**config.mk**
```make
export PLATFORM = sky130hd
export DESIGN_NAME = rgb565_nearest_downscaler_top
export DESIGN_NICKNAME = d
export VERILOG_FILES = /design/src/design/rgbd_pkg.sv /design/src/design/rgbd_cfg.sv /design/src/design/rgbd_track.sv /design/src/design/rgbd_out.sv /design/src/design/rgb565_nearest_downscaler_top.sv
export VERILOG_INCLUDE_DIRS = /design/src /design/src/design
export SDC_FILE = /design/constraint.sdc
export NUM_CORES = 1
export LEC_CHECK = 0
export BUFFER_PORTS_ARGS = -buffer_cell sky130_fd_sc_hd__buf_2
export CORE_MARGIN = 8
export CORE_UTILIZATION = 68
export CTS_CLUSTER_DIAMETER = 30
export CTS_CLUSTER_SIZE = 25
export DETAILED_ROUTE_END_ITERATION = 6
export PLACE_DENSITY = 0.85
export SLEW_MARGIN = 25
export SYNTH_ARGS = -nofsm -noshare
export SYNTH_HDL_FRONTEND = slang
export SYNTH_SLANG_ARGS = --single-unit
```
**constraint.sdc**
```tcl
create_clock -name clk -period 9.3 [get_ports clk]
set_clock_uncertainty 0.05 [all_clocks]
set_input_delay 0.465 -clock clk [delete_from_list [all_inputs] [get_ports clk]]
set_output_delay 0.465 -clock clk [all_outputs]
set_load 0.005 [all_outputs]
```
**src/design/rgb565_nearest_downscaler_top_defines.svh**
```systemverilog
// ----------------------------------------------------------------------------
// RGB565 nearest-neighbour downscaler - assertion macros
// Shared concurrent assertion forms used by the downscaler RTL.
// ----------------------------------------------------------------------------
`ifndef RGB565_NEAREST_DOWNSCALER_TOP_DEFINES_SVH
`define RGB565_NEAREST_DOWNSCALER_TOP_DEFINES_SVH

// The expression must hold at every clock edge outside reset.
`define RGBD_ASSERT_ALWAYS(label, clk, rst_n, expr) \
    label: assert property (@(posedge clk) disable iff (!rst_n) (expr)) \
        else $error("rgbd: invariant violated");

// When the antecedent holds, the consequent must hold at the next clock edge.
`define RGBD_ASSERT_NEXT(label, clk, rst_n, ante, cons) \
    label: assert property (@(posedge clk) disable iff (!rst_n) (ante) |=> (cons)) \
        else $error("rgbd: sequence check failed");

`endif

```
**src/design/rgbd_pkg.sv**
```systemverilog
// ----------------------------------------------------------------------------
// RGB565 downscaler package
// Types, register indexes and colour expansion shared by the downscaler.
// ----------------------------------------------------------------------------
`default_nettype none

package rgbd_pkg;

    localparam int unsigned SIZE_W    = 12;
    localparam int unsigned CFG_W     = 12;
    localparam int unsigned CFG_IDX_W = 2;
    localparam int unsigned PIX_W     = 16;
    localparam int unsigned CHAN_W    = 8;
    localparam int unsigned COORD_W   = 7;

    localparam logic [SIZE_W-1:0] RESET_WIDTH  = 12'd320;
    localparam logic [SIZE_W-1:0] RESET_HEIGHT = 12'd240;

    typedef enum logic [CFG_IDX_W-1:0] {
        CFG_FRAME_WIDTH  = 2'd0,
        CFG_FRAME_HEIGHT = 2'd1,
        CFG_SWAP_BYTES   = 2'd2
    } cfg_index_e;

    typedef struct packed {
        logic [SIZE_W-1:0] frame_width;
        logic [SIZE_W-1:0] frame_height;
        logic              swap_bytes;
    } cfg_t;

    typedef struct packed {
        logic hit;
        logic last;
    } hit_t;

    // v*255/31 and v*255/63 are done as a multiply by a scaled reciprocal.
    // The product v*255 is at most 13 (14) bits, and the shift is chosen so
    // that the truncated result is exact across that whole range.
    localparam int unsigned E5_SHIFT = 18;
    localparam int unsigned E6_SHIFT = 20;
    localparam int unsigned E5_MUL   = 255 * (((1 << E5_SHIFT) + 30) / 31);
    localparam int unsigned E6_MUL   = 255 * (((1 << E6_SHIFT) + 62) / 63);

    function automatic logic [CHAN_W-1:0] expand5(input logic [4:0] v);
        logic [26:0] prod;
        prod = 27'(v) * 27'(E5_MUL);
        return prod[E5_SHIFT +: CHAN_W];
    endfunction

    function automatic logic [CHAN_W-1:0] expand6(input logic [5:0] v);
        logic [28:0] prod;
        prod = 29'(v) * 29'(E6_MUL);
        return prod[E6_SHIFT +: CHAN_W];
    endfunction

endpackage

`default_nettype wire

```
**src/design/rgbd_cfg.sv**
```systemverilog
// ----------------------------------------------------------------------------
// Downscaler configuration registers
// Holds the frame size and swap flag, and derives the per-output source
// step (quotient and remainder of size by output size) in two stages.
// ----------------------------------------------------------------------------
`default_nettype none

module rgbd_cfg #(
    parameter int unsigned OUT_WIDTH  = 96,
    parameter int unsigned OUT_HEIGHT = 96,
    parameter int unsigned CRW        = 7,
    parameter int unsigned RRW        = 7
) (
    input  wire logic                           clk,
    input  wire logic                           rst_n,
    input  wire logic                           cfg_write_en,
    input  wire logic [rgbd_pkg::CFG_IDX_W-1:0] cfg_index,
    input  wire logic [rgbd_pkg::CFG_W-1:0]     cfg_data,
    output rgbd_pkg::cfg_t                      cfg,
    output logic [rgbd_pkg::SIZE_W-1:0]         col_step_q,
    output logic [CRW-1:0]                      col_step_r,
    output logic [rgbd_pkg::SIZE_W-1:0]         row_step_q,
    output logic [RRW-1:0]                      row_step_r
);

    import rgbd_pkg::*;

    // Exact floor division of a 12-bit size by the output size.
    localparam int unsigned CSH     = SIZE_W + $clog2(OUT_WIDTH);
    localparam int unsigned RSH     = SIZE_W + $clog2(OUT_HEIGHT);
    localparam int unsigned CRECIP  = ((1 << CSH) + OUT_WIDTH - 1) / OUT_WIDTH;
    localparam int unsigned RRECIP  = ((1 << RSH) + OUT_HEIGHT - 1) / OUT_HEIGHT;
    localparam int unsigned PROD_W  = 2 * SIZE_W + 1;

    localparam logic [SIZE_W-1:0] OUT_W12 = SIZE_W'(OUT_WIDTH);
    localparam logic [SIZE_W-1:0] OUT_H12 = SIZE_W'(OUT_HEIGHT);

    logic [SIZE_W-1:0] fw_reg, fw_next;
    logic [SIZE_W-1:0] fh_reg, fh_next;
    logic              swap_reg, swap_next;
    logic [PROD_W-1:0] wprod_reg, wprod_next;
    logic [PROD_W-1:0] hprod_reg, hprod_next;
    logic [SIZE_W-1:0] cq_reg, cq_next;
    logic [CRW-1:0]    cr_reg, cr_next;
    logic [SIZE_W-1:0] rq_reg, rq_next;
    logic [RRW-1:0]    rr_reg, rr_next;

    always_comb
    begin
        fw_next    = fw_reg;
        fh_next    = fh_reg;
        swap_next  = swap_reg;
        wprod_next = wprod_reg;
        hprod_next = hprod_reg;
        if (cfg_write_en)
        begin
            unique case (cfg_index)
                CFG_FRAME_WIDTH:
                begin
                    fw_next    = cfg_data[SIZE_W-1:0];
                    wprod_next = PROD_W'(cfg_data[SIZE_W-1:0]) * PROD_W'(CRECIP);
                end
                CFG_FRAME_HEIGHT:
                begin
                    fh_next    = cfg_data[SIZE_W-1:0];
                    hprod_next = PROD_W'(cfg_data[SIZE_W-1:0]) * PROD_W'(RRECIP);
                end
                CFG_SWAP_BYTES:
                begin
                    swap_next = cfg_data[0];
                end
                default:
                begin
                end
            endcase
        end
    end

    // Second stage: quotient from the product, remainder by back-multiply.
    always_comb
    begin
        cq_next = SIZE_W'(wprod_reg >> CSH);
        rq_next = SIZE_W'(hprod_reg >> RSH);
        cr_next = CRW'(fw_reg - cq_next * OUT_W12);
        rr_next = RRW'(fh_reg - rq_next * OUT_H12);
    end

    always_ff @(posedge clk or negedge rst_n)
    begin
        if (!rst_n)
        begin
            fw_reg    <= RESET_WIDTH;
            fh_reg    <= RESET_HEIGHT;
            swap_reg  <= 1'b0;
            wprod_reg <= PROD_W'(RESET_WIDTH) * PROD_W'(CRECIP);
            hprod_reg <= PROD_W'(RESET_HEIGHT) * PROD_W'(RRECIP);
            cq_reg    <= SIZE_W'(320 / OUT_WIDTH);
            cr_reg    <= CRW'(320 % OUT_WIDTH);
            rq_reg    <= SIZE_W'(240 / OUT_HEIGHT);
            rr_reg    <= RRW'(240 % OUT_HEIGHT);
        end
        else
        begin
            fw_reg    <= fw_next;
            fh_reg    <= fh_next;
            swap_reg  <= swap_next;
            wprod_reg <= wprod_next;
            hprod_reg <= hprod_next;
            cq_reg    <= cq_next;
            cr_reg    <= cr_next;
            rq_reg    <= rq_next;
            rr_reg    <= rr_next;
        end
    end

    assign cfg.frame_width  = fw_reg;
    assign cfg.frame_height = fh_reg;
    assign cfg.swap_bytes   = swap_reg;
    assign col_step_q       = cq_reg;
    assign col_step_r       = cr_reg;
    assign row_step_q       = rq_reg;
    assign row_step_r       = rr_reg;

endmodule

`default_nettype wire

```
**src/design/rgbd_track.sv**
```systemverilog
// ----------------------------------------------------------------------------
// Downscaler position tracker
// Source and output position counters with remainder stepping of the
// selected source column and row; flags the pixels that are kept.
// ----------------------------------------------------------------------------
`default_nettype none

`include "rgb565_nearest_downscaler_top_defines.svh"

module rgbd_track #(
    parameter int unsigned OUT_WIDTH  = 96,
    parameter int unsigned OUT_HEIGHT = 96,
    parameter int unsigned CRW        = 7,
    parameter int unsigned RRW        = 7,
    parameter int unsigned OXW        = 7,
    parameter int unsigned OYW        = 7
) (
    input  wire logic                       clk,
    input  wire logic                       rst_n,
    input  wire logic                       fire,
    input  wire rgbd_pkg::cfg_t             cfg,
    input  wire logic [rgbd_pkg::SIZE_W-1:0] col_step_q,
    input  wire logic [CRW-1:0]             col_step_r,
    input  wire logic [rgbd_pkg::SIZE_W-1:0] row_step_q,
    input  wire logic [RRW-1:0]             row_step_r,
    output rgbd_pkg::hit_t                  hit_info,
    output logic [OXW-1:0]                  out_x,
    output logic [OYW-1:0]                  out_y
);

    import rgbd_pkg::*;

    localparam int unsigned OCW = $clog2(OUT_WIDTH + 1);
    localparam int unsigned ORW = $clog2(OUT_HEIGHT + 1);

    logic [SIZE_W-1:0] scol_reg, scol_next;
    logic [SIZE_W-1:0] srow_reg, srow_next;
    logic [OCW-1:0]    ocol_reg, ocol_next;
    logic [ORW-1:0]    orow_reg, orow_next;
    logic [SIZE_W-1:0] tcol_reg, tcol_next;
    logic [CRW-1:0]    tcol_rem_reg, tcol_rem_next;
    logic [SIZE_W-1:0] trow_reg, trow_next;
    logic [RRW-1:0]    trow_rem_reg, trow_rem_next;
    logic              done_reg, done_next;

    logic              row_hit;
    logic              col_hit;
    logic              hit;
    logic              last;
    logic              row_end;
    logic              frame_end;
    logic [CRW:0]      col_rem_sum;
    logic [RRW:0]      row_rem_sum;
    logic              col_carry;
    logic              row_carry;

    always_comb
    begin
        row_hit   = !done_reg && (orow_reg < ORW'(OUT_HEIGHT)) && (srow_reg == trow_reg);
        col_hit   = (ocol_reg < OCW'(OUT_WIDTH)) && (scol_reg == tcol_reg);
        hit       = row_hit && col_hit;
        last      = (ocol_reg == OCW'(OUT_WIDTH - 1)) && (orow_reg == ORW'(OUT_HEIGHT - 1));
        // A size of zero behaves as one: every pixel ends the row or frame.
        row_end   = ({1'b0, scol_reg} + 13'd1) >= {1'b0, cfg.frame_width};
        frame_end = row_end && (({1'b0, srow_reg} + 13'd1) >= {1'b0, cfg.frame_height});

        col_rem_sum = {1'b0, tcol_rem_reg} + {1'b0, col_step_r};
        col_carry   = col_rem_sum >= (CRW + 1)'(OUT_WIDTH);
        row_rem_sum = {1'b0, trow_rem_reg} + {1'b0, row_step_r};
        row_carry   = row_rem_sum >= (RRW + 1)'(OUT_HEIGHT);

        scol_next     = scol_reg;
        srow_next     = srow_reg;
        ocol_next     = ocol_reg;
        orow_next     = orow_reg;
        tcol_next     = tcol_reg;
        tcol_rem_next = tcol_rem_reg;
        trow_next     = trow_reg;
        trow_rem_next = trow_rem_reg;
        done_next     = done_reg;

        if (fire)
        begin
            if (hit)
            begin
                ocol_next = ocol_reg + OCW'(1);
                tcol_next = tcol_reg + col_step_q + SIZE_W'(col_carry);
                tcol_rem_next = col_carry ? CRW'(col_rem_sum - (CRW + 1)'(OUT_WIDTH))
                                          : CRW'(col_rem_sum);
                if (last)
                begin
                    done_next = 1'b1;
                end
            end

            if (row_end)
            begin
                scol_next     = '0;
                ocol_next     = '0;
                tcol_next     = '0;
                tcol_rem_next = '0;
                if (frame_end)
                begin
                    srow_next     = '0;
                    orow_next     = '0;
                    trow_next     = '0;
                    trow_rem_next = '0;
                    done_next     = 1'b0;
                end
                else
                begin
                    if (row_hit)
                    begin
                        orow_next = orow_reg + ORW'(1);
                        trow_next = trow_reg + row_step_q + SIZE_W'(row_carry);
                        trow_rem_next = row_carry ? RRW'(row_rem_sum - (RRW + 1)'(OUT_HEIGHT))
                                                  : RRW'(row_rem_sum);
                    end
                    srow_next = srow_reg + SIZE_W'(1);
                end
            end
            else
            begin
                scol_next = scol_reg + SIZE_W'(1);
            end
        end
    end

    always_ff @(posedge clk or negedge rst_n)
    begin
        if (!rst_n)
        begin
            scol_reg     <= '0;
            srow_reg     <= '0;
            ocol_reg     <= '0;
            orow_reg     <= '0;
            tcol_reg     <= '0;
            tcol_rem_reg <= '0;
            trow_reg     <= '0;
            trow_rem_reg <= '0;
            done_reg     <= 1'b0;
        end
        else
        begin
            scol_reg     <= scol_next;
            srow_reg     <= srow_next;
            ocol_reg     <= ocol_next;
            orow_reg     <= orow_next;
            tcol_reg     <= tcol_next;
            tcol_rem_reg <= tcol_rem_next;
            trow_reg     <= trow_next;
            trow_rem_reg <= trow_rem_next;
            done_reg     <= done_next;
        end
    end

    assign hit_info.hit  = hit;
    assign hit_info.last = last;
    assign out_x         = OXW'(ocol_reg);
    assign out_y         = OYW'(orow_reg);

    `RGBD_ASSERT_ALWAYS(a_ocol_range, clk, rst_n, ocol_reg <= OCW'(OUT_WIDTH))
    `RGBD_ASSERT_ALWAYS(a_orow_range, clk, rst_n, orow_reg <= ORW'(OUT_HEIGHT))
    `RGBD_ASSERT_ALWAYS(a_crem_range, clk, rst_n, 32'(tcol_rem_reg) < OUT_WIDTH)
    `RGBD_ASSERT_NEXT(a_done_set, clk, rst_n, fire && hit && last && !frame_end, done_reg)

endmodule

`default_nettype wire

```
**src/design/rgbd_out.sv**
```systemverilog
// ----------------------------------------------------------------------------
// Downscaler output stage
// Byte swap, RGB565 to RGB888 expansion and the result register.
// ----------------------------------------------------------------------------
`default_nettype none

module rgbd_out #(
    parameter int unsigned OXW = 7,
    parameter int unsigned OYW = 7
) (
    input  wire logic                        clk,
    input  wire logic                        rst_n,
    input  wire logic                        load,
    input  wire logic [rgbd_pkg::PIX_W-1:0]  pixel_in,
    input  wire logic                        swap_bytes,
    input  wire rgbd_pkg::hit_t              hit_info,
    input  wire logic [OXW-1:0]              x_in,
    input  wire logic [OYW-1:0]              y_in,
    input  wire logic                        out_ready,
    output logic                             out_free,
    output logic                             out_valid,
    output logic [rgbd_pkg::CHAN_W-1:0]      red,
    output logic [rgbd_pkg::CHAN_W-1:0]      green,
    output logic [rgbd_pkg::CHAN_W-1:0]      blue,
    output logic [OXW-1:0]                   out_x,
    output logic [OYW-1:0]                   out_y,
    output logic                             last_of_frame
);

    import rgbd_pkg::*;

    logic              valid_reg, valid_next;
    logic [PIX_W-1:0]  px;
    logic [CHAN_W-1:0] red_reg, green_reg, blue_reg;
    logic [OXW-1:0]    x_reg;
    logic [OYW-1:0]    y_reg;
    logic              last_reg;

    assign px         = swap_bytes ? {pixel_in[7:0], pixel_in[15:8]} : pixel_in;
    assign out_free   = !valid_reg || out_ready;
    assign valid_next = load || (valid_reg && !out_ready);

    always_ff @(posedge clk or negedge rst_n)
    begin
        if (!rst_n)
        begin
            valid_reg <= 1'b0;
        end
        else
        begin
            valid_reg <= valid_next;
        end
    end

    always_ff @(posedge clk)
    begin
        if (load)
        begin
            red_reg   <= expand5(px[15:11]);
            green_reg <= expand6(px[10:5]);
            blue_reg  <= expand5(px[4:0]);
            x_reg     <= x_in;
            y_reg     <= y_in;
            last_reg  <= hit_info.last;
        end
    end

    assign out_valid     = valid_reg;
    assign red           = red_reg;
    assign green         = green_reg;
    assign blue          = blue_reg;
    assign out_x         = x_reg;
    assign out_y         = y_reg;
    assign last_of_frame = last_reg;

endmodule

`default_nettype wire

```
**src/design/rgb565_nearest_downscaler_top.sv**
```systemverilog
// Accepted pixels wait in the stage register and, if selected, load the result register.
// Throughput: one source pixel per clock; only an output stall held at out_ready slows it.
// A frame-size write reaches the step logic through two register stages. Reset clears all
// position counters and the stage and output valid flags, and restores a 320 by 240 source
// frame with byte swapping off.
// ----------------------------------------------------------------------------
// RGB565 nearest-neighbour downscaler
// Picks the nearest source pixel for each output position of a raster stream
// and expands it to 8 bits per channel with its position and frame end mark.
// ----------------------------------------------------------------------------
`default_nettype none

module rgb565_nearest_downscaler_top #(
    parameter int unsigned OUT_WIDTH  = 96,
    parameter int unsigned OUT_HEIGHT = 96
) (
    input  wire logic                           clk,
    input  wire logic                           rst_n,
    input  wire logic                           cfg_write_en,
    input  wire logic [rgbd_pkg::CFG_IDX_W-1:0] cfg_index,
    input  wire logic [rgbd_pkg::CFG_W-1:0]     cfg_data,
    input  wire logic                           in_valid,
    output logic                                in_ready,
    input  wire logic [rgbd_pkg::PIX_W-1:0]     pixel,
    output logic                                out_valid,
    input  wire logic                           out_ready,
    output logic [rgbd_pkg::CHAN_W-1:0]         red,
    output logic [rgbd_pkg::CHAN_W-1:0]         green,
    output logic [rgbd_pkg::CHAN_W-1:0]         blue,
    output logic [rgbd_pkg::COORD_W-1:0]        out_x,
    output logic [rgbd_pkg::COORD_W-1:0]        out_y,
    output logic                                last_of_frame
);

    import rgbd_pkg::*;

    localparam int unsigned CRW = (OUT_WIDTH > 1) ? $clog2(OUT_WIDTH) : 1;
    localparam int unsigned RRW = (OUT_HEIGHT > 1) ? $clog2(OUT_HEIGHT) : 1;
    localparam int unsigned OXW = COORD_W;
    localparam int unsigned OYW = COORD_W;

    cfg_t              cfg;
    logic [SIZE_W-1:0] col_step_q;
    logic [CRW-1:0]    col_step_r;
    logic [SIZE_W-1:0] row_step_q;
    logic [RRW-1:0]    row_step_r;
    hit_t              hit_info;
    logic [OXW-1:0]    trk_x;
    logic [OYW-1:0]    trk_y;
    logic              out_free;

    logic              stage_valid_reg, stage_valid_next;
    logic [PIX_W-1:0]  pixel_reg;
    logic              accept;
    logic              fire;

    // The held pixel retires when it is dropped or when the result register can take it.
    assign fire             = stage_valid_reg && (!hit_info.hit || out_free);
    assign in_ready         = !stage_valid_reg || fire;
    assign accept           = in_valid && in_ready;
    assign stage_valid_next = accept || (stage_valid_reg && !fire);

    always_ff @(posedge clk or negedge rst_n)
    begin
        if (!rst_n)
        begin
            stage_valid_reg <= 1'b0;
        end
        else
        begin
            stage_valid_reg <= stage_valid_next;
        end
    end

    always_ff @(posedge clk)
    begin
        if (accept)
        begin
            pixel_reg <= pixel;
        end
    end

    rgbd_cfg #(
        .OUT_WIDTH  (OUT_WIDTH),
        .OUT_HEIGHT (OUT_HEIGHT),
        .CRW        (CRW),
        .RRW        (RRW)
    ) u_cfg (
        .clk          (clk),
        .rst_n        (rst_n),
        .cfg_write_en (cfg_write_en),
        .cfg_index    (cfg_index),
        .cfg_data     (cfg_data),
        .cfg          (cfg),
        .col_step_q   (col_step_q),
        .col_step_r   (col_step_r),
        .row_step_q   (row_step_q),
        .row_step_r   (row_step_r)
    );

    rgbd_track #(
        .OUT_WIDTH  (OUT_WIDTH),
        .OUT_HEIGHT (OUT_HEIGHT),
        .CRW        (CRW),
        .RRW        (RRW),
        .OXW        (OXW),
        .OYW        (OYW)
    ) u_track (
        .clk        (clk),
        .rst_n      (rst_n),
        .fire       (fire),
        .cfg        (cfg),
        .col_step_q (col_step_q),
        .col_step_r (col_step_r),
        .row_step_q (row_step_q),
        .row_step_r (row_step_r),
        .hit_info   (hit_info),
        .out_x      (trk_x),
        .out_y      (trk_y)
    );

    rgbd_out #(
        .OXW (OXW),
        .OYW (OYW)
    ) u_out (
        .clk           (clk),
        .rst_n         (rst_n),
        .load          (fire && hit_info.hit),
        .pixel_in      (pixel_reg),
        .swap_bytes    (cfg.swap_bytes),
        .hit_info      (hit_info),
        .x_in          (trk_x),
        .y_in          (trk_y),
        .out_ready     (out_ready),
        .out_free      (out_free),
        .out_valid     (out_valid),
        .red           (red),
        .green         (green),
        .blue          (blue),
        .out_x         (out_x),
        .out_y         (out_y),
        .last_of_frame (last_of_frame)
    );

endmodule

`default_nettype wire

```
[Yosys cells after proc, flatten, opt, wreduce, memory -nomap -nowiden]
Index checks and enable logic that the tools add are counted.
Operators by class
  add/subtract/negate cells: 16
  multipliers: 6
  divide/modulo/power cells: 0
  $lt $le $gt $ge: 6
  equality and inequality tests: 6
  shifts and indexed selects: 0
  mux-type cells: 21
  bitwise operators: 0
  reductions and logical operators: 31
Operators with widths (count)
  two-way mux 12 bit: 6
  two-way mux 7 bit: 10
  multiplier 5 x 22 -> 26 bit, second input constant: 2
  multiplier 6 x 23 -> 28 bit, second input constant: 1
  adder 12 x 1 -> 13 bit, second input constant: 2
  >= comparator 13 x 12 -> 1 bit: 2
  adder 12 x 1 -> 12 bit: 2
  adder 12 x 1 -> 12 bit, second input constant: 2
  adder 12 x 6 -> 12 bit: 2
  equality test 12 bit: 2
  multiplier 12 x 12 -> 24 bit, second input constant: 1
  adder 7 x 7 -> 8 bit: 2
  >= comparator 8 x 7 -> 1 bit, second input constant: 2
  two-way mux 16 bit: 1
  adder 7 x 1 -> 7 bit, second input constant: 2
  equality test 7 bit, second input constant: 2
  < comparator 7 bit, second input constant: 2
  subtractor 7 bit: 2
  subtractor 7 bit, second input constant: 2
  multiplier 6 x 2 -> 2 bit, second input constant: 2
  logical AND 1 bit: 11
  AND reduction 2 bit: 5
  zero test 1 bit: 6
  logical OR 1 bit: 5
  other kinds (6): 10
Storage, ports and cells
  register bits: 233
  bits in latches: 0
  RAM bits: 0
  memory bits (read-only): 0
  word-level logic and storage cells: 113
  memories: 0

[Logic depth before layout (Yosys ltp)]
  depth in word-level cells: 10
  mapped depth: 20
  mapped depth without buffers: 20

[By module]
Synthesis repeated with hierarchy kept, for this count alone.
Second synthesis, totals
  cells, all modules: 1756
  area total of the unflattened synthesis: 17331.6 um2
By module, submodules not included
  rgbd_track: times used 1, cells an instance 715, area each 6244.7 um2, seq. area each 1926.8 um2
  rgbd_out: times used 1, cells an instance 519, area each 5515.3 um2, seq. area each 1196.1 um2
  rgbd_cfg: times used 1, cells an instance 499, area each 5012.3 um2, seq. area each 1595.3 um2
  rgb565_nearest_downscaler_top: times used 1, cells an instance 23, area each 559.3 um2, seq. area each 505.5 um2

[Worst setup path after synthesis]
OpenSTA, ideal clock, no wires.
  kind: reg-to-reg
  from: reg u_cfg.swap_reg
  to: reg u_out.blue_reg[5] (netlist: u_out.blue[5]), data pin
  library setup time: 270 ps
  arrival: 4961 ps
  required time: 8980 ps
  setup slack: 4020 ps
  cell stages (with the launch flop): 19
  buffers on the path: 3
  period minus slack after synthesis: 5280 ps
  path through: dfrtp_1 > buf_2 > buf_1 > buf_1 > mux2i_1 > inv_1 > fa_1 > inv_1 > fa_1 > fa_1 > inv_1 > ha_1 > a21oi_1 > o21ai_0 > nand2b_1 > o32ai_1 > o41ai_2 > a21boi_0 > xnor2_1
Between the ends
  longest elaborated chain between the ends: 2
RTL lines
  from (decl): RTL line rgbd_cfg.sv:40  | logic swap_reg, swap_next;
  from (signal assigned): RTL line rgbd_cfg.sv:106  | swap_reg <= swap_next;
  two-way mux 16 bit: RTL line rgbd_out.sv:39  | assign px = swap_bytes ? {pixel_in[7:0], pixel_in[15:8]} : pixel_in;
  multiplier 5 x 22 -> 26 bit: RTL line rgbd_pkg.sv:46  | prod = 27'(v) * 27'(E5_MUL);
  to (signal assigned): RTL line rgbd_out.sv:61  | blue_reg <= expand5(px[4:0]);
  to (decl): RTL line rgbd_out.sv:34  | logic [CHAN_W-1:0] red_reg, green_reg, blue_reg;
Every way passes these cells.
A chain may end at the register's enable or synchronous reset.

[Final worst setup path]
Ends and elaborated chain as after synthesis.

==> impl_metrics.json <==
{
  "status": "completed",
  "rsz0062_at_grt": "no",
  "critPathMaxStageDelay_ns": 1.03,
  "dp_cells": 1948,
  "p_sw_frac": 0.451,
  "routed_wirelength_mm": 35.9,
  "path_class": "reg -> reg",
  "synth.distinct_cells": 86,
  "cts_sinks": 197,
  "fin_util": 0.736,
  "synth_top_cell_area_share": 0.194,
  "instances_no_fill": 1981,
  "hold_slack_ns": 0.133,
  "seqPwrFrac": 0.254,
  "drive_above_1_share": 0.110,
  "ys_ff_latch": 197,
  "drt-vias-per-instance": 6.01,
  "cts-root-buf": "clkbuf_16",
  "fin_crit_sh": 0.616,
  "cp_num_buf_inv": 3,
  "p_comb_frac": 0.588,
  "synth_ff_type": "dfrtp_1",
  "nFillCells": 1568,
  "synthTopCellsByArea": "dfrtp_1 19%, ha_1 19%, fa_1 12%, edfxtp_1 10%, inv_1 5.4%",
  "diodes": 0,
  "endpoint_kind": "flip-flop",
  "critPathMaxFanout": 26,
  "crit_slowest_cell": "dfrtp_1",
  "clk_pin_slew_ns": 0.09,
  "first_pass_iters": 5,
  "row_count": 57,
  "worstHoldPathType": "in -> reg",
  "finalSetupViolations": 0,
  "grt_antenna_before_repair": 0,
  "ios": 76,
  "fin_setup_tns_ns": 0,
  "fin_crit_ns": 5.73,
  "overflow": 0,
  "power_density_nw_per_um2": 270,
  "core_area_sq_um": 24000,
  "fp.dieArea_sq_um": 29300,
  "crit_arrival_ns": 5.87,
  "grt_max_degree": 73,
  "finish.instance_area_sq_um": 17600,
  "async_flop_share": 0.721,
  "synth_warnings": 0,
  "required_ns": 9.44,
  "clk_latency_ns": 0.45,
  "leakagePower_uw": 0.00879,
  "p_switching_uw": 2140,
  "hold_viol_final": 0,
  "syn2layout_area_growth_pct": 7.64,
  "drv_slew": 0,
  "worst_setup_path_start_kind": "flip-flop",
  "vias": 11897,
  "worst_pin_slew_ns": 1.04,
  "drc": 0,
  "grt_util_all_layers": 0.252,
  "cap_violations": 0,
  "syn_inst": 1579,
  "die_x_microns": 171,
  "critPathTopFamily": "adder cells",
  "hpwlAfterDp_mm": 27.7,
  "pwr-share-clk": 0.157,
  "peakVddDrop_mv": 0.160,
  "synth_area_per_cell_sq_um": 10.4,
  "cts.path.max_buffers": 2,
  "drt_iter0_markers": 896,
  "die_h_microns": 171,
  "syn_area_sq_um": 16400,
  "cts_made_buffers": 17,
  "largest_reg_flops": 16,
  "io_buffers": 75,
  "placed_area_sq_um": 17000,
  "h-tree-depth": 4,
  "maxSlewHeadroom": 0.309,
  "internal_power_uw": 2610,
  "yosysTopAreaCell": "dfrtp_1",
  "cts_tree": "yes",
  "r2r_setup_slack_ns": 3.57,
  "grt_pass1_wl_mm": 59.6,
  "synth_nets": 1959,
  "cts_setup_buffers": 0,
  "grt_pass1_vias": 12447,
  "wl_per_cell_microns": 18.1,
  "nets": 2024,
  "path_cells": "mux2i_1 > inv_1 > fa_1 > inv_1 > fa_1 > fa_1 > inv_1 > ha_1 > a21oi_1 > o21ai_0 > nand2b_1 > o32ai_1 > o41ai_2 > a21boi_0 > xnor2_1",
  "ant_nets": 0,
  "start_util": 0.684,
  "max_freq_mhz": 174,
  "place_congestion": 0.938,
  "synth-edff-count": 55,
  "ys_seq_area_frac": 0.319
}
metal layers:
metal | up-vias | share of wire | global-route usage
met4 | 0 | 0.024 | 0.0847
met3 | 72 | 0.046 | 0.0390
met2 | 320 | 0.51 | 0.436
met1 | 5933 | 0.42 | 0.321
met5 | - | 0 | 0
li1 | 5572 | - | -
placed cells by master (no fill, tap or decap), drive strengths merged, types with 9 or more instances in the layout:
cell type / Yosys / final
clkbuf: 14 / 17
a21o: 21 / 21
o21ai: 71 / 71
dfrtp: 127 / 127
nand2b: 18 / 18
nor2: 64 / 64
edfxtp: 55 / 55
ha: 246 / 246
buf: 24 / 83
inv: 235 / 245
and3: 11 / 11
o2bb2ai: 9 / 9
nor4: 12 / 12
a211oi: 11 / 11
nand3: 35 / 35
a22o: 24 / 24
o21a: 11 / 11
dfstp: 15 / 15
o31ai: 15 / 15
nand4: 26 / 26
nand2: 110 / 110
mux2i: 16 / 16
fa: 99 / 99
a21oi: 57 / 57
xnor2: 49 / 49
xor2: 50 / 50
nor3: 14 / 14
nor2b: 16 / 16
mux2: 24 / 24
repair_timing:
| item | 4_1_cts | 5_1_grt |
|---|---|---|
| hold buffers | 1 | 0 |
| hold endpoints to repair | 1 | 0 |
| resized for setup | 0 | 0 |
| setup endpoints to repair | 0 | 0 |
metrics by stage:
step / worst slack [ns] / power, uW
after floorplan: 4.02 / 3260
after global placement: 3.83 / 3750
after detailed placement: 3.62 / 3950
after CTS: 3.60 / 4750
after global routing: 3.18 / 5190
final: 3.57 / 4760
Yosys cell counts, types with 7 or more instances:
library cell and count:
ha_1 246, inv_1 235, dfrtp_1 127, nand2_1 109, fa_1 99, o21ai_0 66
nor2_1 63, a21oi_1 56, edfxtp_1 55, xor2_1 50, xnor2_1 49, nand3_1 35
a22o_1 24, mux2_2 24, nand4_1 24, a21o_1 21, nand2b_1 17, mux2i_1 16
nor2b_1 16, dfstp_2 15, o31ai_1 15, buf_2 13, clkbuf_1 13, nor3_1 13
a211oi_1 11, and3_1 11, o21a_1 11, nor4_1 9, o2bb2ai_1 9, buf_6 7
o211ai_1 7
worst reg2reg max path, delay by kind of cell (launching register included):
| kind | cells | cell delay, ns |
|---|---|---|
| mux | 1 | 0.53 |
| simple gates | 1 | 0.09 |
| flops | 1 | 1.03 |
| buf+inv | 3 | 0.36 |
| fa+ha+maj | 4 | 2.05 |
| xor+xnor | 1 | 0.17 |
| compound gates | 5 | 1.19 |
power by group through the flow:
stage	combinational, uW	clock (uW)	sequential (uW)
2_1_floorplan	2100	0	1160
3_3_place_gp	2540	0	1210
3_5_place_dp	2730	0	1220
4_1_cts	2790	755	1210
5_1_grt	3180	785	1220
6_report	2800	748	1210
logic make-up (layout without fill, tap and decap cells):
logic type	after synthesis	count (layout)	synth area share
adders and majority gates	345	345	0.309
muxes	40	40	0.0263
DFF	197	197	0.319
xor gates and xnor gates	99	99	0.0529
and+or+nand+nor	345	345	0.108
buffers and inverters	273	351	0.0670
AOI/OAI and AO/OA	280	280	0.118
worst paths after layout:
path,startpoint,endpoint,cells after the start
min reg2reg,u_cfg.wprod_reg[24]$_DFFE_PN0P_,u_cfg.col_step_q[5]$_DFF_PN0_,0
max reg2reg,u_cfg.swap_reg$_DFFE_PN0P_,u_out.blue[5]$_DFFE_PP_,15
max,u_cfg.swap_reg$_DFFE_PN0P_,u_out.blue[5]$_DFFE_PP_,15
min in group asynchronous,rst_n,u_cfg.fh_reg[1]$_DFFE_PN0P_,2
max in group asynchronous,rst_n,u_track.tcol_reg[2]$_DFFE_PN0P_,3
min,pixel[8],pixel_reg[8]$_DFFE_PP_,1
cell type report:
class / count / area, sq um / area share
clock inverters: 15 / 176 / 0.0100
inverters: 235 / 882 / 0.0500
multi-input cells: 1109 / 10100 / 0.571
well taps: 324 / 405 / 0.0230
flip-flops and latches: 197 / 5220 / 0.296
clock buffers: 17 / 425 / 0.0241
repair buffers: 84 / 452 / 0.0256
No activity file was read; power rests on OpenSTA's default activity.
